<file path="config.mk">
export PLATFORM = sky130hd
export DESIGN_NAME = unified_diff_stats_parser_top_flat
export DESIGN_NICKNAME = d
export VERILOG_FILES = /design/src/sv/udsp_pkg.sv /design/src/sv/udsp_if.sv /design/src/sv/udsp_parser.sv /design/src/sv/udsp_rsp_queue.sv /design/src/sv/unified_diff_stats_parser_top.sv /design/src/flat_wrapper.sv
export SDC_FILE = /design/constraint.sdc
export NUM_CORES = 2
export LEC_CHECK = 0
export BUFFER_PORTS_ARGS = -buffer_cell sky130_fd_sc_hd__buf_4
export CAP_MARGIN = 20
export CORE_UTILIZATION = 60
export DETAILED_ROUTE_END_ITERATION = 10
export MAX_ROUTING_LAYER = met4
export PLACE_DENSITY = 0.79
export SETUP_SLACK_MARGIN = 0.02
export SYNTH_ARGS = -nofsm -noshare
export SYNTH_HDL_FRONTEND = slang
export SYNTH_SLANG_ARGS = --single-unit
</file>
<file path="constraint.sdc">
create_clock -name clock -period 27.9 [get_ports clock]
set_clock_uncertainty 0.2 [all_clocks]
set_input_delay 5.58 -clock clock [delete_from_list [all_inputs] [get_ports clock]]
set_output_delay 5.58 -clock clock [all_outputs]
set_load 0.02 [all_outputs]
</file>
<file path="src/sv/udsp_pkg.sv">
// Shared types, codes and helpers for the unified-diff statistics parser.
package udsp_pkg;

   localparam int COUNT_WIDTH_DEFAULT = 32;
   localparam int MAX_RESULTS         = 3;
   localparam int SLOT_IDX_WIDTH      = $clog2(MAX_RESULTS);
   localparam int SLOT_CNT_WIDTH      = $clog2(MAX_RESULTS + 1);

   // Characters that steer line classification
   localparam logic [7:0] CHAR_LF    = 8'h0A;
   localparam logic [7:0] CHAR_D     = 8'h64;
   localparam logic [7:0] CHAR_I     = 8'h69;
   localparam logic [7:0] CHAR_F     = 8'h66;
   localparam logic [7:0] CHAR_AT    = 8'h40;
   localparam logic [7:0] CHAR_PLUS  = 8'h2B;
   localparam logic [7:0] CHAR_MINUS = 8'h2D;

   typedef enum logic [2:0] {
      EV_FILE    = 3'd0,
      EV_HUNK    = 3'd1,
      EV_SUMMARY = 3'd2,
      EV_ERROR   = 3'd3,
      EV_END     = 3'd4
   } event_kind_type;

   typedef struct packed {
      event_kind_type event_kind;
      logic [31:0]    byte_offset;
      logic [31:0]    added_lines;
      logic [31:0]    deleted_lines;
      logic [31:0]    hunk_total;
      logic [31:0]    file_number;
      logic           last_result;
   } result_type;

   // Results caused by one byte, handed from the parser to the queue
   typedef struct packed {
      logic [SLOT_CNT_WIDTH-1:0]       count;
      result_type [MAX_RESULTS-1:0]    slot;
   } push_type;

   function automatic result_type make_result(
      input event_kind_type kind,
      input logic [31:0]    off,
      input logic [31:0]    adds,
      input logic [31:0]    dels,
      input logic [31:0]    hunks,
      input logic [31:0]    fnum
   );
      result_type r;
      r.event_kind    = kind;
      r.byte_offset   = off;
      r.added_lines   = adds;
      r.deleted_lines = dels;
      r.hunk_total    = hunks;
      r.file_number   = fnum;
      r.last_result   = 1'b0;
      return r;
   endfunction

endpackage

</file>
<file path="src/sv/udsp_if.sv">
// Request and response channel interfaces of the diff parser.
interface udsp_req_if;
   logic       valid;
   logic       ready;
   logic [7:0] text_byte;
   logic       is_last;

   modport source (output valid, output text_byte, output is_last, input ready);
   modport sink   (input valid, input text_byte, input is_last, output ready);
endinterface

interface udsp_rsp_if;
   logic                     valid;
   logic                     ready;
   udsp_pkg::event_kind_type event_kind;
   logic [31:0]              byte_offset;
   logic [31:0]              added_lines;
   logic [31:0]              deleted_lines;
   logic [31:0]              hunk_total;
   logic [31:0]              file_number;
   logic                     last_result;

   modport source (
      output valid, output event_kind, output byte_offset, output added_lines,
      output deleted_lines, output hunk_total, output file_number,
      output last_result, input ready
   );
   modport sink (
      input valid, input event_kind, input byte_offset, input added_lines,
      input deleted_lines, input hunk_total, input file_number,
      input last_result, output ready
   );
endinterface

</file>
<file path="src/sv/udsp_parser.sv">
// Line-phase machine, offsets and saturating counters; builds the results of one byte.
module udsp_parser #(
   parameter int COUNT_WIDTH = udsp_pkg::COUNT_WIDTH_DEFAULT
) (
   input  logic               clock,
   input  logic               reset,
   input  logic               accept,
   input  logic [7:0]         text_byte,
   input  logic               is_last,
   output udsp_pkg::push_type push
);

   typedef enum logic [2:0] {
      PH_START, PH_D, PH_DI, PH_DIF, PH_AT, PH_SKIP
   } phase_type;

   localparam logic [COUNT_WIDTH-1:0] COUNT_MAX = {COUNT_WIDTH{1'b1}};
   localparam logic [COUNT_WIDTH-1:0] COUNT_ONE = COUNT_WIDTH'(1);

   phase_type              phase_ff, phase_in;
   logic [31:0]            offset_ff, offset_in;
   logic [31:0]            line_start_ff, line_start_in;
   logic                   seeking_ff, seeking_in;
   logic                   open_ff, open_in;
   logic                   error_ff, error_in;
   logic [COUNT_WIDTH-1:0] files_ff, files_in;
   logic [COUNT_WIDTH-1:0] add_ff, add_in;
   logic [COUNT_WIDTH-1:0] del_ff, del_in;
   logic [COUNT_WIDTH-1:0] hunk_ff, hunk_in;

   function automatic logic [COUNT_WIDTH-1:0] sat_inc(input logic [COUNT_WIDTH-1:0] v);
      return (v == COUNT_MAX) ? v : v + COUNT_ONE;
   endfunction

   function automatic logic [31:0] low32(input logic [COUNT_WIDTH-1:0] v);
      logic [63:0] wide;
      wide = 64'(v);
      return wide[31:0];
   endfunction

   // Work out next state and the results of the byte on the input
   always_comb begin
      logic                             handled;
      logic                             header_now;
      logic [udsp_pkg::SLOT_CNT_WIDTH-1:0] n;
      udsp_pkg::result_type [udsp_pkg::MAX_RESULTS-1:0] slot;

      handled       = 1'b0;
      header_now    = 1'b0;
      n             = '0;
      slot          = '0;
      phase_in      = phase_ff;
      offset_in     = offset_ff + 32'd1;
      line_start_in = line_start_ff;
      seeking_in    = seeking_ff;
      open_in       = open_ff;
      error_in      = error_ff;
      files_in      = files_ff;
      add_in        = add_ff;
      del_in        = del_ff;
      hunk_in       = hunk_ff;

      if (!error_ff) begin
         // skip everything after a file header until a line opens with '@'
         if (seeking_ff) begin
            if (text_byte == udsp_pkg::CHAR_LF) begin
               phase_in = PH_START;
               handled  = 1'b1;
            end else if (phase_ff == PH_START && text_byte == udsp_pkg::CHAR_AT) begin
               seeking_in = 1'b0;
            end else begin
               phase_in = PH_SKIP;
               handled  = 1'b1;
            end
         end

         if (!handled) begin
            unique case (phase_ff)
               PH_START: begin
                  line_start_in = offset_ff;
                  if (text_byte == udsp_pkg::CHAR_LF) begin
                     phase_in = PH_START;
                  end else if (text_byte == udsp_pkg::CHAR_D) begin
                     phase_in = PH_D;
                  end else if (text_byte == udsp_pkg::CHAR_AT) begin
                     phase_in = PH_AT;
                  end else begin
                     if (open_ff && text_byte == udsp_pkg::CHAR_PLUS) begin
                        add_in = sat_inc(add_ff);
                     end else if (open_ff && text_byte == udsp_pkg::CHAR_MINUS) begin
                        del_in = sat_inc(del_ff);
                     end
                     phase_in = PH_SKIP;
                  end
               end
               PH_D, PH_DI, PH_DIF: begin
                  if (phase_ff == PH_D && text_byte == udsp_pkg::CHAR_I) begin
                     phase_in = PH_DI;
                  end else if (phase_ff == PH_DI && text_byte == udsp_pkg::CHAR_F) begin
                     phase_in = PH_DIF;
                  end else if (phase_ff == PH_DIF && text_byte == udsp_pkg::CHAR_F) begin
                     // close the previous file, open the new one
                     if (open_ff) begin
                        slot[n] = udsp_pkg::make_result(udsp_pkg::EV_SUMMARY, 32'd0,
                           low32(add_ff), low32(del_ff), low32(hunk_ff),
                           low32(files_ff - COUNT_ONE));
                        n = n + 1'b1;
                     end
                     slot[n] = udsp_pkg::make_result(udsp_pkg::EV_FILE, line_start_ff,
                        32'd0, 32'd0, 32'd0, low32(files_ff));
                     n          = n + 1'b1;
                     files_in   = sat_inc(files_ff);
                     add_in     = '0;
                     del_in     = '0;
                     hunk_in    = '0;
                     open_in    = 1'b1;
                     seeking_in = 1'b1;
                     header_now = 1'b1;
                     phase_in   = PH_SKIP;
                  end else begin
                     phase_in = (text_byte == udsp_pkg::CHAR_LF) ? PH_START : PH_SKIP;
                  end
               end
               PH_AT: begin
                  if (text_byte == udsp_pkg::CHAR_AT) begin
                     if (!open_ff) begin
                        slot[n] = udsp_pkg::make_result(udsp_pkg::EV_ERROR, 32'd0,
                           32'd0, 32'd0, 32'd0, 32'd0);
                        n        = n + 1'b1;
                        error_in = 1'b1;
                     end else begin
                        slot[n] = udsp_pkg::make_result(udsp_pkg::EV_HUNK, line_start_ff,
                           32'd0, 32'd0, 32'd0, low32(files_ff - COUNT_ONE));
                        n       = n + 1'b1;
                        hunk_in = sat_inc(hunk_ff);
                     end
                     phase_in = PH_SKIP;
                  end else begin
                     phase_in = (text_byte == udsp_pkg::CHAR_LF) ? PH_START : PH_SKIP;
                  end
               end
               default: begin
                  phase_in = (text_byte == udsp_pkg::CHAR_LF) ? PH_START : PH_SKIP;
               end
            endcase
         end
      end

      // close the text: final summary and end record unless an error was flagged, then back to reset values
      if (is_last) begin
         if (!error_in) begin
            if (open_in && !header_now) begin
               slot[n] = udsp_pkg::make_result(udsp_pkg::EV_SUMMARY, 32'd0,
                  low32(add_in), low32(del_in), low32(hunk_in),
                  low32(files_in - COUNT_ONE));
               n = n + 1'b1;
            end
            slot[n] = udsp_pkg::make_result(udsp_pkg::EV_END, 32'd0,
               32'd0, 32'd0, 32'd0, low32(files_in));
            n = n + 1'b1;
         end
         phase_in      = PH_START;
         offset_in     = '0;
         line_start_in = '0;
         seeking_in    = 1'b0;
         open_in       = 1'b0;
         error_in      = 1'b0;
         files_in      = '0;
         add_in        = '0;
         del_in        = '0;
         hunk_in       = '0;
      end

      // flag the final result of this byte
      for (int i = 0; i < udsp_pkg::MAX_RESULTS; i++) begin
         slot[i].last_result = (udsp_pkg::SLOT_CNT_WIDTH'(i + 1) == n);
      end

      push.count = n;
      push.slot  = slot;
   end

   // Hold parser state; advance on each accepted item
   always_ff @(posedge clock) begin
      if (reset) begin
         phase_ff      <= PH_START;
         offset_ff     <= '0;
         line_start_ff <= '0;
         seeking_ff    <= 1'b0;
         open_ff       <= 1'b0;
         error_ff      <= 1'b0;
         files_ff      <= '0;
         add_ff        <= '0;
         del_ff        <= '0;
         hunk_ff       <= '0;
      end else if (accept) begin
         phase_ff      <= phase_in;
         offset_ff     <= offset_in;
         line_start_ff <= line_start_in;
         seeking_ff    <= seeking_in;
         open_ff       <= open_in;
         error_ff      <= error_in;
         files_ff      <= files_in;
         add_ff        <= add_in;
         del_ff        <= del_in;
         hunk_ff       <= hunk_in;
      end
   end

endmodule

</file>
<file path="src/sv/udsp_rsp_queue.sv">
// Result register holding up to three results of one item and sending them in order.
module udsp_rsp_queue (
   input  logic                 clock,
   input  logic                 reset,
   input  logic                 push_valid,
   input  udsp_pkg::push_type   push,
   input  logic                 rsp_ready,
   output logic                 can_take,
   output logic                 rsp_valid,
   output udsp_pkg::result_type rsp_data
);

   localparam logic [udsp_pkg::SLOT_CNT_WIDTH-1:0] CNT_ONE = udsp_pkg::SLOT_CNT_WIDTH'(1);
   localparam logic [udsp_pkg::SLOT_IDX_WIDTH-1:0] IDX_ONE = udsp_pkg::SLOT_IDX_WIDTH'(1);

   udsp_pkg::result_type                 slot_ff [udsp_pkg::MAX_RESULTS];
   logic [udsp_pkg::SLOT_CNT_WIDTH-1:0]  count_ff;
   logic [udsp_pkg::SLOT_IDX_WIDTH-1:0]  rd_ff;
   logic                                 pop;

   assign rsp_valid = (count_ff != '0);
   assign rsp_data  = slot_ff[rd_ff];
   assign pop       = rsp_valid && rsp_ready;
   // take a new item once at most the last result is still waiting and leaves now
   assign can_take  = (count_ff == '0) || ((count_ff == CNT_ONE) && rsp_ready);

   // Hold queue control: load on push, advance on pop
   always_ff @(posedge clock) begin
      if (reset) begin
         count_ff <= '0;
         rd_ff    <= '0;
      end else if (push_valid) begin
         count_ff <= push.count;
         rd_ff    <= '0;
      end else if (pop) begin
         count_ff <= count_ff - CNT_ONE;
         rd_ff    <= rd_ff + IDX_ONE;
      end
   end

   // Load result payload
   always_ff @(posedge clock) begin
      if (push_valid) begin
         for (int i = 0; i < udsp_pkg::MAX_RESULTS; i++) begin
            slot_ff[i] <= push.slot[i];
         end
      end
   end

endmodule

</file>
<file path="src/sv/unified_diff_stats_parser_top.sv">
// Top level of the unified-diff statistics parser.
// Takes diff text one byte per item and reports file starts, hunk headers, per-file
// summaries (additions, deletions, hunks), a hunk-without-file error and an end record.
// Each byte is classified in the cycle it is accepted and its results land in a
// three-entry result register, so bytes stream at one per cycle as long as each gives
// at most one result and rsp_ch.ready is high. A byte that gives k results (at most
// three: summary, file start, end) holds the request side while the result register
// drains, one result per cycle with rsp_ch.ready high. Counters saturate at
// 2^COUNT_WIDTH-1 and are reported as their low 32 bits; the byte offset wraps at 2^32.
module unified_diff_stats_parser_top #(
   parameter int COUNT_WIDTH = udsp_pkg::COUNT_WIDTH_DEFAULT
) (
   input  logic        clock,
   input  logic        reset,
   udsp_req_if.sink    req_ch,
   udsp_rsp_if.source  rsp_ch
);

   logic                 accept;
   logic                 can_take;
   udsp_pkg::push_type   push;
   udsp_pkg::result_type rsp_data;

   assign req_ch.ready = can_take;
   assign accept       = req_ch.valid && can_take;

   udsp_parser #(
      .COUNT_WIDTH (COUNT_WIDTH)
   ) u_parser (
      .clock     (clock),
      .reset     (reset),
      .accept    (accept),
      .text_byte (req_ch.text_byte),
      .is_last   (req_ch.is_last),
      .push      (push)
   );

   udsp_rsp_queue u_queue (
      .clock      (clock),
      .reset      (reset),
      .push_valid (accept),
      .push       (push),
      .rsp_ready  (rsp_ch.ready),
      .can_take   (can_take),
      .rsp_valid  (rsp_ch.valid),
      .rsp_data   (rsp_data)
   );

   // Drive the result channel payload
   assign rsp_ch.event_kind    = rsp_data.event_kind;
   assign rsp_ch.byte_offset   = rsp_data.byte_offset;
   assign rsp_ch.added_lines   = rsp_data.added_lines;
   assign rsp_ch.deleted_lines = rsp_data.deleted_lines;
   assign rsp_ch.hunk_total    = rsp_data.hunk_total;
   assign rsp_ch.file_number   = rsp_data.file_number;
   assign rsp_ch.last_result   = rsp_data.last_result;

endmodule

</file>
<file path="src/flat_wrapper.sv">
// flat-port wrapper written by rule: the top's interface ports become plain ports
module unified_diff_stats_parser_top_flat 
#(
   parameter int COUNT_WIDTH = udsp_pkg::COUNT_WIDTH_DEFAULT
)
  (clock, reset, req_ch_valid, req_ch_text_byte, req_ch_is_last, req_ch_ready, rsp_ch_valid, rsp_ch_event_kind, rsp_ch_byte_offset, rsp_ch_added_lines, rsp_ch_deleted_lines, rsp_ch_hunk_total, rsp_ch_file_number, rsp_ch_last_result, rsp_ch_ready);
  udsp_req_if req_ch_i ();
  udsp_rsp_if rsp_ch_i ();
  input  logic clock;
  input  logic reset;
  input wire logic [$bits(req_ch_i.valid)-1:0] req_ch_valid;
  input wire logic [$bits(req_ch_i.text_byte)-1:0] req_ch_text_byte;
  input wire logic [$bits(req_ch_i.is_last)-1:0] req_ch_is_last;
  output wire logic [$bits(req_ch_i.ready)-1:0] req_ch_ready;
  output wire logic [$bits(rsp_ch_i.valid)-1:0] rsp_ch_valid;
  output wire logic [$bits(rsp_ch_i.event_kind)-1:0] rsp_ch_event_kind;
  output wire logic [$bits(rsp_ch_i.byte_offset)-1:0] rsp_ch_byte_offset;
  output wire logic [$bits(rsp_ch_i.added_lines)-1:0] rsp_ch_added_lines;
  output wire logic [$bits(rsp_ch_i.deleted_lines)-1:0] rsp_ch_deleted_lines;
  output wire logic [$bits(rsp_ch_i.hunk_total)-1:0] rsp_ch_hunk_total;
  output wire logic [$bits(rsp_ch_i.file_number)-1:0] rsp_ch_file_number;
  output wire logic [$bits(rsp_ch_i.last_result)-1:0] rsp_ch_last_result;
  input wire logic [$bits(rsp_ch_i.ready)-1:0] rsp_ch_ready;
  assign req_ch_i.valid = req_ch_valid;
  assign req_ch_i.text_byte = req_ch_text_byte;
  assign req_ch_i.is_last = req_ch_is_last;
  assign req_ch_ready = req_ch_i.ready;
  assign rsp_ch_valid = rsp_ch_i.valid;
  assign rsp_ch_event_kind = rsp_ch_i.event_kind;
  assign rsp_ch_byte_offset = rsp_ch_i.byte_offset;
  assign rsp_ch_added_lines = rsp_ch_i.added_lines;
  assign rsp_ch_deleted_lines = rsp_ch_i.deleted_lines;
  assign rsp_ch_hunk_total = rsp_ch_i.hunk_total;
  assign rsp_ch_file_number = rsp_ch_i.file_number;
  assign rsp_ch_last_result = rsp_ch_i.last_result;
  assign rsp_ch_i.ready = rsp_ch_ready;
  unified_diff_stats_parser_top #(.COUNT_WIDTH(COUNT_WIDTH)) u_core (.clock(clock), .reset(reset), .req_ch(req_ch_i), .rsp_ch(rsp_ch_i));
endmodule
</file>
[Word-level counts from Yosys, hierarchy flattened]
Memory sizes are Yosys's and may differ from the RTL's. A register that Yosys moved wholly into a read port is not among the register bits.
Index checks and enable logic that the tools add are counted.
Cells by class
  add/subtract/negate cells: 12
  $lt $le $gt $ge: 6
  equal/unequal tests: 23
  muxes and demuxes: 148
  reduce and logical (&&, ||, !) cells: 25
Operator list (number)
  492-bit two-way mux: 10
  492-bit bitwise mux: 3
  164-bit two-way mux: 9
  32-bit two-way mux: 45
  164-bit demux with 2-bit select: 3
  163-bit two-way mux: 3
  328-bit two-way mux: 1
  164-bit one-hot mux with 2 select lines: 1
  32-bit one-hot mux with 2 select lines: 3
  32-bit by 1-bit adder with 32-bit output, second input constant: 5
  32-bit equality test, second input constant: 4
  32-bit by 1-bit subtractor with 32-bit output, second input constant: 2
  2-bit two-way mux: 20
  3-bit two-way mux: 13
  1-bit two-way mux: 35
  8-bit by 7-bit equality test with 1-bit output, second input constant: 4
  8-bit by 6-bit equality test with 1-bit output, second input constant: 2
  1-bit logical AND: 13
  2-bit by 3-bit < comparator with 1-bit output, second input constant: 3
  3-bit one-hot mux with 3 select lines: 1
  2-bit by 1-bit adder with 2-bit output, second input constant: 4
  8-bit by 4-bit equality test with 1-bit output, second input constant: 1
  4-bit AND reduction: 2
  3-bit by 2-bit equality test with 1-bit output, second input constant: 2
  19 further kinds: 25
Word-level totals
  bits in registers: 202
  RAM bits: 492
  bits of input ports: 13
  output and inout port bits: 166
  word-level logic and storage cells: 227
  memories: 1
Memories
  u_core.u_queue.slot_ff: depth 3, width 164, read ports 1, clocked after memory_dff 1, write ports 3, RTL line udsp_rsp_queue.sv:16  | udsp_pkg::result_type slot_ff [udsp_pkg::MAX_RESULTS];

[Depth between registers and ports, before layout]
  word-level depth: 26
  mapped depth: 18
  gate-level depth less buffers: 15

[Hierarchy]
A second synthesis with hierarchy kept.
Unflattened totals
  cells, all modules: 4005
  area total of the unflattened synthesis: 36941.7 µm²
By module, submodules not included
  udsp_parser: times used 1, cells an instance 2936, area each 18480.2 µm², sequential area each 3963.8 µm²
  udsp_rsp_queue: times used 1, cells an instance 1068, area each 18455.2 µm², sequential area each 14894.3 µm²
  unified_diff_stats_parser_top: times used 1, cells an instance 1, area each 6.3 µm², sequential area each 0.0 µm²

[Worst setup path after synthesis]
OpenSTA, ideal clock, no wires.
  path type: input to register
  start: input rsp_ch_ready
  end: register u_core.u_parser.files_ff[8]
  library setup time: 0.128 ns
  data arrival time: 20.284 ns
  required time: 27.572 ns
  setup slack: 7.289 ns
  cell stages on the path: 8
  path buffers: 1
  path through: nand2_1 nand2_1 nand2_1 inv_1 clkbuf_1 o21ai_0 a21oi_1 nor2_1
On the way
  word-level cells in the longest chain between the ends: 3
Ends and longest elaborated chain
  start, declared: RTL line flat_wrapper.sv:23  | input wire logic [$bits(rsp_ch_i.ready)-1:0] rsp_ch_ready;
  1-bit logical AND: RTL line udsp_rsp_queue.sv:25  | assign can_take = (count_ff == '0) || ((count_ff == CNT_ONE) && rsp_ready);
  1-bit logical OR: RTL line udsp_rsp_queue.sv:25
  named net req_ch_ready: RTL line flat_wrapper.sv:14  | output wire logic [$bits(req_ch_i.ready)-1:0] req_ch_ready;
  1-bit logical AND: RTL line unified_diff_stats_parser_top.sv:25  | assign accept = req_ch.valid && can_take;
  named net u_core.accept: RTL line unified_diff_stats_parser_top.sv:19  | logic accept;
  end signal, assigned: RTL line udsp_parser.sv:203  | files_ff <= files_in;
  end, declared: RTL line udsp_parser.sv:26  | logic [COUNT_WIDTH-1:0] files_ff, files_in;
The timed path passes the listed nets, and every way through them passes these cells.
A chain may end at the register's enable or synchronous reset.

[Worst setup path after layout]
  start: input rsp_ch_ready
  end: output req_ch_ready
On the way
  word-level cells in the longest chain between the ends: 2
Ends and longest elaborated chain (RTL line)
  1-bit logical AND: udsp_rsp_queue.sv:25
  1-bit logical OR: udsp_rsp_queue.sv:25
  end, declared: flat_wrapper.sv:14
No other way between the ends.

==> summary.txt <==
Synthesis
  – Mapped Cells: 3714
  – Post-synthesis cell type count: 96
  – Share of the synthesized area in the top cell type: 39.90%
  – Synth Area in Adders: 0.6171%
  – Synth Cell Area: 34470 um2
  – Synth async-reset ratio: 0%
  – Number of synthesis warnings: 0
  – Syn_nets: 3744
  – Most used flip-flop cell after synthesis: edfxtp_1
  – Count leader, synth: nand2_1
  – Post-synthesis simple-gate area fraction: 19.45%
  – Yosys top cell by area: edfxtp_1
  – Mux contribution to synthesized area: 4.976%
  – Compound-Gate Fraction of Synth Area: 16.47%
  – Main combinational cell family by area after synthesis: simple AND/OR/NAND/NOR gates
  – Xor/xnor share of the synthesized area: 2.998%
  – Number of synthesized register bits: 662
  – Synth top cells by count: 501 x nand2_1, 458 x edfxtp_1, 456 x nor2_1, 439 x o21ai_0, 245 x clkbuf_1
  – Number of synthesized flops with an enable pin: 458
  – Sequential-to-total area share from yosys stat: 51.75%
  – Syn Area/Cell: 9.281 um2
  – Top post-synthesis cells by area: edfxtp_1 40%, dfxtp_1 12%, o21ai_0 6.4%

STA
  – Unrepaired setup endpoints after global routing: false
  – Setup violators final: 0
  – Max Freq: 85.17 MHz
  – Fin crit period: 11740 ps
  – Worst Hold Slack: 301.1 ps
  – Hold Fails Final Rpt: 0
  – Fin. max-slew vios: 0
  – Period utilization: 42.08%
  – Worst Tran Pin Value: 1266 ps
  – Worst slew margin: 15.51%
  – TNS Setup: 0 ps

Worst setup path
  – CP startpoint kind: primary input
  – Type of the worst setup path: primary input to primary output
  – Critical path origin: rsp_ch_ready
  – Worst Path Arrival: 5960 ps
  – Critical R2R Launch: u_core.u_parser.phase_ff[2]$_SDFFE_PP0P_
  – Crit. End Element: primary output
  – CP required: 22120 ps
  – Worst-path fanout max: 2

Cells and area
  – Layout Nets: 3761
  – Area grow syn2layout: 11.30%
  – Fraction of layout cells with a size suffix above 1: 10.36%
  – Multi-input gate area: 15430 um2
  – Register Area: 17840 um2
  – # diodes: 0
  – Filler cell count: 4401
  – Final non-filler cell area: 38370 um2

Die
  – Die Wd: 241.7 um
  – Core area: 56600 um2
  – Die height: 241.7 um
  – Top-Level Pins: 179
  – Die ar.: 58410 um2
  – Rows: 87
  – Initial Utilization: 60.90%

Global route
  – First-pass GRT wire length: 150800 um
  – Grt total ovfl: 0
  – Gr usage total: 33.50%
  – Largest net degree at the start of global routing: 217
  – Initial antenna violation count: 0
  – Vias in the first global route: 26830

Route
  – Wire per inst: 21.55 um
  – Vias: 29340
  – DRC errors left: 0
  – DRT iter0 DRCs: 3563
  – Antenna Nets Post-Route: 0
  – Via-to-Cell Ratio: 6.461
  – First-pass DRT Iterations: 6
  – Post-Route WL: 97870 um

Place
  – DP HPWL: 59780 um
  – Area after DPL: 36210 um2
  – I/O Buffers: 178
  – Gpl congestion: 0.9843

Min path
  – Hold Crit Class: flop to flop
  – Hold Startpoint: u_core.u_parser.offset_ff[18]$_SDFFE_PP0P_

Clocking
  – Htree depth: 3
  – Post-CTS Setup Bufs: 0
  – Hold-fix buffers, CTS: 0
  – Cts bufs inserted: 68
  – Clk sinks: 662
  – Clock Tree Buf Depth: 3
  – # resized after CTS: 0
  – Worst-path clk slew: 60 ps
  – Clock latency on the worst-skew pair: 620 ps
  – CTS tree: done
  – CTS root buf: clkbuf_16

Power
  – PD cells: 59.51 nW/um2
  – LEAKAGE: 12.88 nW
  – Max rail drop VDD: 0.00005897 V

Run
  – MaxCap Viol Count: 0

Status
  – Outcome: completed
[layout by cell type, fill, tap and decap left out, types with 12 or more instances in the layout]
cell type,Yosys,layout
and2_1,50,50
nor4_1,34,34
a22oi_1,74,74
nor2_1,456,451
o31ai_1,21,21
nor3_1,74,72
o21a_1,19,19
xnor2_1,64,64
nand4_1,45,45
a21oi_1,210,209
nor2b_1,16,16
o21ai_0,439,439
o22ai_1,42,42
clkinv_1,2,15
mux2i_1,168,168
clkbuf_1,245,19
inv_1,45,44
a22o_1,12,12
buf_4,1,234
ha_1,17,17
edfxtp_1,458,458
dfxtp_1,204,202
nand3_1,89,89
nand2_1,501,499
clkbuf_16,0,68
and4_1,23,23
a31oi_1,26,26
xor2_1,54,54
and3_1,67,67
or3_1,28,26
o31a_1,16,16
[per-stage QoR]
step	util, %	setup slack, ps	cells	power (W)
2_1_floorplan	-	7289	3714	0.001352
3_3_place_gp	63.96	16150	4416	0.001410
3_5_place_dp	63.96	16160	4416	0.001415
4_1_cts	67.73	16160	4540	0.002285
5_1_grt	67.78	16110	4541	0.002344
6_report	67.78	16160	4541	0.002283
[final cells by class]
cell class / count / area share [%]
Inverter: 47 / 0.4794
Timing Repair Buffer: 237 / 4.755
Tap cell: 756 / 2.466
Sequential cell: 662 / 46.51
Clock buffer: 95 / 4.908
Multi-Input combinational cell: 2715 / 40.23
Clock inverter: 29 / 0.6490
[registers in the layout (all words and copies together) (netlist names), named ones only]
signal / cells
u_core.u_parser.line_start_ff: 32
u_core.u_parser.add_ff: 32
u_core.u_parser.error_ff: 1
u_core.u_parser.del_ff: 32
u_core.u_parser.seeking_ff: 1
u_core.u_queue.slot_ff: 458
u_core.u_parser.hunk_ff: 32
u_core.u_parser.open_ff: 1
u_core.u_parser.phase_ff: 3
u_core.u_queue.rd_ff: 2
u_core.u_queue.count_ff: 2
u_core.u_parser.offset_ff: 32
u_core.u_parser.files_ff: 32
[kinds of logic (layout without fill, tap and decap cells)]
logic type	count (synthesis)	in the layout
multiplexers	171	171
adder cells (fa/ha/maj)	17	17
XOR/XNOR	118	118
AND/OR/NAND/NOR	1451	1451
flip-flops	662	662
AO/OA/AOI/OAI	958	958
buffers and inverters	337	408
[path summary, 6_finish.rpt]
check             depth (start not counted)  slack (ps)                                          to
setup / recovery                          4       16160                                req_ch_ready
hold / removal                            2         300  u_core.u_parser.offset_ff[18]$_SDFFE_PP0P_
setup reg to reg                         15       21530     u_core.u_queue.slot_ff[0][56]$_DFFE_PP_
hold reg to reg                           2         300  u_core.u_parser.offset_ff[18]$_SDFFE_PP0P_
[power by group]
group | internal, W | switching (W) | total (W)
Combinational | 0.0000776 | 0.000176 | 0.000253
Clock | 0.000502 | 0.000384 | 0.000886
Sequential | 0.00112 | 0.0000199 | 0.00114
[metal layers]
metal  part of all wire [%]  global-route usage [%]  up-vias
li1                       -                       -    13480
met1                     39                   43.30    13880
met2                     46                   52.37     1666
met3                     10                   5.560      314
met4                    4.1                   14.18        0
met5                      0                       -        -
[worst max-delay path: stages]
cell	delay, ps
buf_4	110
nand2_1	50
nand2_1	60
buf_4	160
Power figures use the tool's default switching activity.
